$ cat config.mk
export PLATFORM = sky130hd
export DESIGN_NAME = stable_priority_queue
export DESIGN_NICKNAME = d
export VERILOG_FILES = /design/src/rtl/core/spq_pkg.sv /design/src/rtl/core/spq_cell.sv /design/src/rtl/core/stable_priority_queue.sv
export VERILOG_INCLUDE_DIRS = /design/src /design/src/rtl/core
export SDC_FILE = /design/constraint.sdc
export NUM_CORES = 2
export LEC_CHECK = 0
export ABC_AREA = 1
export BUFFER_PORTS_ARGS = -buffer_cell sky130_fd_sc_hd__buf_2
export CAP_MARGIN = 0
export CORE_ASPECT_RATIO = 0.75
export CORE_MARGIN = 2
export CORE_UTILIZATION = 30
export DETAILED_ROUTE_END_ITERATION = 10
export PLACE_DENSITY_LB_ADDON = 0.15
export SLEW_MARGIN = 20
export SYNTH_ARGS = -nofsm -noshare
export SYNTH_HDL_FRONTEND = slang
export SYNTH_SLANG_ARGS = --single-unit
$ cat constraint.sdc
create_clock -name clk -period 4.3 [get_ports clk]
set_clock_uncertainty 0.2 [all_clocks]
set_input_delay 0 -clock clk [delete_from_list [all_inputs] [get_ports clk]]
set_output_delay 0 -clock clk [all_outputs]
set_load 0.03 [all_outputs]
$ cat src/rtl/core/stable_priority_queue_macros.svh
// Assertion macros shared by the stable priority queue RTL.
`ifndef STABLE_PRIORITY_QUEUE_MACROS_SVH
`define STABLE_PRIORITY_QUEUE_MACROS_SVH

`ifndef SYNTHESIS

// Condition must hold at every clock edge outside reset.
`define SPQ_ASSERT_ALWAYS(lbl, cond) \
    lbl: assert property (@(posedge clk) disable iff (!rst_n) (cond)) \
        else $error("spq assertion failed");

// Consequent must hold in the same cycle as the antecedent.
`define SPQ_ASSERT_IMPLY(lbl, ante, cons) \
    lbl: assert property (@(posedge clk) disable iff (!rst_n) (ante) |-> (cons)) \
        else $error("spq assertion failed");

// Consequent must hold in the cycle after the antecedent.
`define SPQ_ASSERT_NEXT(lbl, ante, cons) \
    lbl: assert property (@(posedge clk) disable iff (!rst_n) (ante) |=> (cons)) \
        else $error("spq assertion failed");

`else

`define SPQ_ASSERT_ALWAYS(lbl, cond)
`define SPQ_ASSERT_IMPLY(lbl, ante, cons)
`define SPQ_ASSERT_NEXT(lbl, ante, cons)

`endif

`endif

$ cat src/rtl/core/spq_pkg.sv
// Types, codes and defaults shared by the stable priority queue modules.
package spq_pkg;

    // Default number of queue slots.
    localparam int CAPACITY_DEF = 16;

    // Operation codes of an input item.
    localparam logic [1:0] MODE_ENQ  = 2'd0;
    localparam logic [1:0] MODE_DEQ  = 2'd1;
    localparam logic [1:0] MODE_TRAV = 2'd2;

    // Status codes of a result item.
    localparam logic [1:0] ST_OK    = 2'd0;
    localparam logic [1:0] ST_EMPTY = 2'd1;
    localparam logic [1:0] ST_FULL  = 2'd2;

    // Input item.
    typedef struct packed {
        logic        [1:0]  mode;
        logic signed [31:0] value;
        logic        [7:0]  rank;
    } spq_in_t;

    // Result item.
    typedef struct packed {
        logic signed [31:0] out_value;
        logic        [1:0]  status;
        logic               last;
    } spq_out_t;

    // One stored queue entry.
    typedef struct packed {
        logic signed [31:0] value;
        logic        [7:0]  rank;
    } entry_t;

    // What every cell of the chain does in a cycle.
    typedef enum logic [3:0] {
        CELL_HOLD   = 4'b0001,
        CELL_INSERT = 4'b0010,
        CELL_POP    = 4'b0100,
        CELL_ROTATE = 4'b1000
    } cell_op_t;

    // Control broadcast from the top level to all cells.
    typedef struct packed {
        cell_op_t op;
        entry_t   item;
    } cell_ctl_t;

endpackage

$ cat src/rtl/core/spq_cell.sv
// One slot of the sorted queue chain with its compare and shift logic.
module spq_cell #(
    parameter int IDX   = 0,
    parameter int CNT_W = 5
) (
    input  logic               clk,
    input  spq_pkg::cell_ctl_t ctl,
    input  logic [CNT_W-1:0]   count,
    input  spq_pkg::entry_t    left_entry,
    input  logic               left_shift,
    input  spq_pkg::entry_t    right_entry,
    input  spq_pkg::entry_t    head_entry,
    output spq_pkg::entry_t    entry,
    output logic               shift
);

    localparam logic [CNT_W-1:0] IDX_C  = CNT_W'(IDX);
    localparam logic [CNT_W-1:0] IDX_C1 = CNT_W'(IDX + 1);

    spq_pkg::entry_t entry_reg;
    spq_pkg::entry_t entry_next;
    logic            occupied;
    logic            is_tail;

    // Slot holds a live entry when its index is below the fill count.
    assign occupied = (count > IDX_C);
    assign is_tail  = (count == IDX_C1);

    // Entries with a strictly larger rank move back to make room.
    assign shift = occupied && (entry_reg.rank > ctl.item.rank);

    // Next slot contents.
    always_comb
    begin
        entry_next = entry_reg;
        unique case (ctl.op)
            spq_pkg::CELL_HOLD:
            begin
                entry_next = entry_reg;
            end
            spq_pkg::CELL_INSERT:
            begin
                if (left_shift)
                begin
                    entry_next = left_entry;
                end
                else if (shift || (count == IDX_C))
                begin
                    entry_next = ctl.item;
                end
            end
            spq_pkg::CELL_POP:
            begin
                entry_next = right_entry;
            end
            spq_pkg::CELL_ROTATE:
            begin
                entry_next = is_tail ? head_entry : right_entry;
            end
            default:
            begin
                entry_next = entry_reg;
            end
        endcase
    end

    // Slot storage; contents are meaningless until written.
    always_ff @(posedge clk)
    begin
        entry_reg <= entry_next;
    end

    assign entry = entry_reg;

endmodule

$ cat src/rtl/core/stable_priority_queue.sv
// Stable priority queue: sorted chain of cells with a registered result port.
//
// Input channel cmd (cmd_valid/cmd_ready) carries an item with mode, value
// and rank. Result channel rsp (rsp_valid/rsp_ready) carries out_value,
// status and last. Lower rank leaves first; equal ranks leave in arrival order.
// Enqueue and dequeue each give one result, valid in the cycle after the item
// is accepted; with the receiver ready they sustain one item per cycle,
// since every cell compares and shifts in the same cycle.
// Traverse of N stored entries gives N results at one per cycle while the
// receiver is ready, the first after the traverse busy register and then the
// result register are set, by rotating the chain once around through its head
// cell; the input is held until the busy flag clears with the last result. An
// empty traverse gives one result, valid in the cycle after acceptance.
// Mode 3 is accepted and ignored.
// Reset empties the queue and clears the result valid flag; the result payload
// and slot contents are not cleared; slots are never read before being written.
// When the receiver stalls, the result register holds its item and cmd_ready
// drops until the register can take the next result.
`include "stable_priority_queue_macros.svh"

module stable_priority_queue #(
    parameter int CAPACITY = spq_pkg::CAPACITY_DEF
) (
    input  logic              clk,
    input  logic              rst_n,
    input  logic              cmd_valid,
    output logic              cmd_ready,
    input  spq_pkg::spq_in_t  cmd,
    output logic              rsp_valid,
    input  logic              rsp_ready,
    output spq_pkg::spq_out_t rsp
);

    localparam int CNT_W = $clog2(CAPACITY + 1);
    localparam logic [CNT_W-1:0] CAP_C = CNT_W'(CAPACITY);
    localparam logic [CNT_W-1:0] ONE_C = CNT_W'(1);

    logic [CNT_W-1:0]   count_reg;
    logic [CNT_W-1:0]   count_next;
    logic               trav_busy_reg;
    logic               trav_busy_next;
    logic [CNT_W-1:0]   trav_left_reg;
    logic [CNT_W-1:0]   trav_left_next;
    logic               rsp_valid_reg;
    logic               rsp_valid_next;
    spq_pkg::spq_out_t  rsp_reg;
    spq_pkg::spq_out_t  rsp_next;

    logic               out_free;
    logic               accept;
    logic               is_full;
    logic               is_empty;
    spq_pkg::cell_ctl_t ctl;

    spq_pkg::entry_t    cell_entry [CAPACITY];
    spq_pkg::entry_t    left_entry_w [CAPACITY];
    spq_pkg::entry_t    right_entry_w [CAPACITY];
    logic [CAPACITY-1:0] left_shift_w;
    logic [CAPACITY-1:0] cell_shift;

    // Handshake: the result register is free when empty or being drained.
    assign out_free  = !rsp_valid_reg || rsp_ready;
    assign cmd_ready = !trav_busy_reg && out_free;
    assign accept    = cmd_valid && cmd_ready;
    assign is_full   = (count_reg == CAP_C);
    assign is_empty  = (count_reg == '0);

    // Chain control for this cycle.
    always_comb
    begin
        ctl.item.value = cmd.value;
        ctl.item.rank  = cmd.rank;
        ctl.op         = spq_pkg::CELL_HOLD;
        if (trav_busy_reg && out_free)
        begin
            ctl.op = spq_pkg::CELL_ROTATE;
        end
        else if (accept && (cmd.mode == spq_pkg::MODE_ENQ) && !is_full)
        begin
            ctl.op = spq_pkg::CELL_INSERT;
        end
        else if (accept && (cmd.mode == spq_pkg::MODE_DEQ) && !is_empty)
        begin
            ctl.op = spq_pkg::CELL_POP;
        end
    end

    // Neighbor wiring of the cell chain.
    generate
        for (genvar g = 0; g < CAPACITY; g++)
        begin : g_cell
            if (g == 0)
            begin : g_first
                assign left_entry_w[g] = ctl.item;
                assign left_shift_w[g] = 1'b0;
            end
            else
            begin : g_mid
                assign left_entry_w[g] = cell_entry[g-1];
                assign left_shift_w[g] = cell_shift[g-1];
            end
            if (g == CAPACITY - 1)
            begin : g_last
                assign right_entry_w[g] = cell_entry[g];
            end
            else
            begin : g_inner
                assign right_entry_w[g] = cell_entry[g+1];
            end

            spq_cell #(
                .IDX   (g),
                .CNT_W (CNT_W)
            ) u_cell (
                .clk         (clk),
                .ctl         (ctl),
                .count       (count_reg),
                .left_entry  (left_entry_w[g]),
                .left_shift  (left_shift_w[g]),
                .right_entry (right_entry_w[g]),
                .head_entry  (cell_entry[0]),
                .entry       (cell_entry[g]),
                .shift       (cell_shift[g])
            );
        end
    endgenerate

    // Fill count, traverse progress and result register.
    always_comb
    begin
        count_next     = count_reg;
        trav_busy_next = trav_busy_reg;
        trav_left_next = trav_left_reg;
        rsp_valid_next = rsp_valid_reg && !rsp_ready;
        rsp_next       = rsp_reg;

        if (trav_busy_reg && out_free)
        begin
            rsp_valid_next     = 1'b1;
            rsp_next.out_value = cell_entry[0].value;
            rsp_next.status    = spq_pkg::ST_OK;
            rsp_next.last      = (trav_left_reg == ONE_C);
            trav_left_next     = trav_left_reg - ONE_C;
            trav_busy_next     = (trav_left_reg != ONE_C);
        end
        else if (accept)
        begin
            rsp_next.out_value = '0;
            rsp_next.status    = spq_pkg::ST_OK;
            rsp_next.last      = 1'b1;
            if (cmd.mode == spq_pkg::MODE_ENQ)
            begin
                rsp_valid_next = 1'b1;
                if (is_full)
                begin
                    rsp_next.status = spq_pkg::ST_FULL;
                end
                else
                begin
                    count_next = count_reg + ONE_C;
                end
            end
            else if (cmd.mode == spq_pkg::MODE_DEQ)
            begin
                rsp_valid_next = 1'b1;
                if (is_empty)
                begin
                    rsp_next.status = spq_pkg::ST_EMPTY;
                end
                else
                begin
                    rsp_next.out_value = cell_entry[0].value;
                    count_next         = count_reg - ONE_C;
                end
            end
            else if (cmd.mode == spq_pkg::MODE_TRAV)
            begin
                if (is_empty)
                begin
                    rsp_valid_next  = 1'b1;
                    rsp_next.status = spq_pkg::ST_EMPTY;
                end
                else
                begin
                    trav_busy_next = 1'b1;
                    trav_left_next = count_reg;
                end
            end
        end
    end

    // Control registers.
    always_ff @(posedge clk or negedge rst_n)
    begin
        if (!rst_n)
        begin
            count_reg     <= '0;
            trav_busy_reg <= 1'b0;
            trav_left_reg <= '0;
            rsp_valid_reg <= 1'b0;
        end
        else
        begin
            count_reg     <= count_next;
            trav_busy_reg <= trav_busy_next;
            trav_left_reg <= trav_left_next;
            rsp_valid_reg <= rsp_valid_next;
        end
    end

    // Result payload register.
    always_ff @(posedge clk)
    begin
        rsp_reg <= rsp_next;
    end

    assign rsp_valid = rsp_valid_reg;
    assign rsp       = rsp_reg;

    // Checks on fill count and traverse bookkeeping.
    `SPQ_ASSERT_ALWAYS(a_count_bound, count_reg <= CAP_C)
    `SPQ_ASSERT_IMPLY(a_trav_range, trav_busy_reg, (trav_left_reg != '0) && (trav_left_reg <= count_reg))
    `SPQ_ASSERT_NEXT(a_full_drop, accept && (cmd.mode == spq_pkg::MODE_ENQ) && is_full, $stable(count_reg))
    `SPQ_ASSERT_IMPLY(a_busy_block, trav_busy_reg, !cmd_ready)

endmodule
==> run_results.csv <==
group,metric,value,unit
status,status,"finished clean",
yosys,syn-cell-area,47240,µm²
grt,grt_start_max_net_pins,82,
power_and_ir_drop,p_seq_frac,0.311,
floorplan,die_h,347.6,µm
grt,antenna_found_initial,1,
cts,cts_hold_buf,47,
power_and_ir_drop,total_power,46.95,mW
sta,fmaxAchievable,0.2712,GHz
power_and_ir_drop,p_int,23.36,mW
final_layout,synthToLayoutAreaGrowth,12.80,%
sta,final-hold-violation-count,0,
yosys,seq_area_frac_synth,0.4350,
yosys,syn_inst,6717,
grt,grt_pass1_vias,40660,
worst_setup_path,worstSetupEndpointType,"register",
cts,clk_pin_slew,0.06,ns
route,first_iter_violations,6195,
power_and_ir_drop,swShare,0.5024,
sta,slew-limit-headroom,0.1926,
placement,dpl-instance-area,50060,µm²
placement,io_buffers,82,
cts,cts_sinks,687,
sta,setup_viol,0,
cts,cts_resized,0,
placement,routabilityCongestion,0.8705,
floorplan,initial_utilization,0.3011,
power_and_ir_drop,powerDensity,881.1,nW/µm²
placement,dp_slack,0.5782,ns
yosys,ys_types,33,
power_and_ir_drop,clkPwrFrac,0.157,
worst_setup_path,path_class,"reg -> reg",
yosys,syn_nets,6899,
route,via_per_inst,5.057,
min_path,hold_depth,5,
worst_setup_path,critPathMaxFanout,40,
floorplan,core_area,156900,µm²
route,ant_nets,0,
worst_setup_path,ff2ff_path_depth,10,
sta,fin_tns_setup,0,ns
grt,track_usage,0.2428,
final_layout,final_common_cell,"nand2_1",
route,wl_per_cell,22.63,µm
yosys,yosys_register_bits,687,
power_and_ir_drop,p_switching,23.59,mW
route,drc,0,
cts,cts_setup_buffers,0,
final_layout,final_nets,6800,
floorplan,fp.dieArea,160700,µm²
cts,cts_tree,"done",
floorplan,die_w,462.2,µm
sta,min_period,3.687,ns
cts,root_buffer,"clkbuf_16",
min_path,min_path_type,"in -> reg",
yosys,avgSynthCellArea,7.032,µm²
cts,cts.htree.levels,3,
floorplan,rows,126,
yosys,yosys_warnings,0,
power_and_ir_drop,peakVddDrop,0.4833,mV
sta,maxSlewViolCount,0,
sta,rsz0062_at_grt,"no",
route,wl,199100,µm
grt,overflow,0,
final_layout,drive_gt1_frac,0.05982,
cts,numCtsBuffers,87,
final_layout,fin_area,53280,µm²
floorplan,io_pins,83,
worst_setup_path,cp.required,4.43,ns
power_and_ir_drop,pwr-share-comb,0.532,
cts,clock_latency,0.70,ns
sta,period_share,0.8576,
sta,setup_ws,0.6125,ns
power_and_ir_drop,p_leak,24.59,nW
worst_setup_path,critPathLaunchType,"register",
placement,place_hpwl,136000,µm
grt,grt_pass1_wl,290900,µm
worst_setup_path,critPathArrivalTime,3.82,ns
cts,cts_buffer_depth,3,
route,drt_first_pass_iters,6,
sta,worst_pin_slew,1.211,ns
final_layout,final_cell_mix,"2017 x nand2_1, 1270 x inv_1, 1220 x nand3_1",
route,vias,44500,
flow_run,max_cap_viol_count,0,
final_layout,largest_reg_flops,640,
[per-layer routing]
metal | global-route usage | routed length (µm) | vias to the layer above | share of wire
met4 | 0.03822 | 2897 | 0 | 0.015
met1 | 0.4155 | 103600 | 20830 | 0.52
met2 | 0.2989 | 70900 | 2259 | 0.36
li1 | - | - | 21220 | -
met3 | 0.05089 | 21720 | 195 | 0.11
met5 | 0 | 0 | - | 0
[through the flow]
| step | std cells | hold WS (ns) | utilization |
|---|---|---|---|
| finish | 8800 | 0.07052 | 0.3397 |
| CTS | 8798 | 0.002869 | 0.3396 |
| global placement | 8593 | -0.2373 | 0.3191 |
| detailed placement | 8593 | -0.2415 | 0.3191 |
| global route | 8800 | 0.05472 | 0.3397 |
| floorplan | 6717 | -0.4956 | - |
[worst max-delay path: stages (launching register included)]
cell     delay, ns
dfrtp_1       0.50
inv_1         0.29
ha_1          0.33
nand4_1       0.17
nand3_1       0.23
nand2_1       0.44
nor2_4        0.05
inv_1         0.26
nand2_1       0.19
a21oi_4       0.13
buf_4         0.47
[cell usage after synthesis]
cell	number	area share
nand2_1	2018	0.16
inv_1	1272	0.10
nand3_1	1220	0.13
edfxtp_1	673	0.43
o21ai_0	482	0.051
clkbuf_1	337	0.027
ha_1	136	0.036
o21ai_1	134	0.014
nor2_1	126	0.010
buf_2	125	0.013
a21oi_1	55	0.0058
nand4_1	51	0.0068
o21a_1	15	0.0024
o21bai_1	13	0.0021
clkinv_1	12	0.00095
dfrtp_1	12	0.0064
buf_1	5	0.00040
inv_2	5	0.00040
o221ai_1	4	0.00074
xnor2_1	3	0.00056
xor2_1	3	0.00056
dfxtp_1	2	0.00085
nand2_4	2	0.00048
nor2_2	2	0.00026
nor3_1	2	0.00021
a211oi_1	1	0.00016
a21boi_0	1	0.00016
a21o_1	1	0.00016
and2_1	1	0.00013
and3_1	1	0.00013
buf_6	1	0.00024
nand2_2	1	0.00013
nand3_2	1	0.00021
[power by group through the flow]
stage	logic, mW	registers, mW	clock network, mW
CTS	24.4	14.5	7.51
detailed placement	24.3	14.7	0
global route	27.5	14.9	7.75
global placement	24.1	14.6	0
floorplan	15.6	14.1	0
finish	25.0	14.6	7.38
[worst paths after layout]
path / from / to / slack (ns)
max: count_reg[0] / g_cell[0].u_cell.entry[27] / 0.61
max reg2reg: count_reg[0] / g_cell[0].u_cell.entry[27] / 0.61
min reg2reg: g_cell[1].u_cell.entry[18] / g_cell[0].u_cell.entry[18] / 0.36
min: cmd[29] / g_cell[8].u_cell.entry[29] / 0.07
min in group asynchronous: rst_n / rsp_valid / 0.30
max in group asynchronous: rst_n / count_reg[0] / 3.05
[final cells by class]
class,instances,area [µm²]
multi-input cells,4273,20140
clock buffers,106,2280
diodes,1,2.502
inverters,1289,4846
fillers,16830,103600
repair buffers,280,2372
clock inverters,52,455.4
well taps,2112,2643
flip-flops and latches,687,20550
[cell families after synthesis]
family	share of synthesized area
buffers and inverters	0.1431
DFF	0.4350
and+or+nand+nor	0.3080
xor gates and xnor gates	0.001113
AOI/OAI and AO/OA	0.07676
adders and majority gates	0.03602
Note: power is estimated with default switching activity, not from simulation.
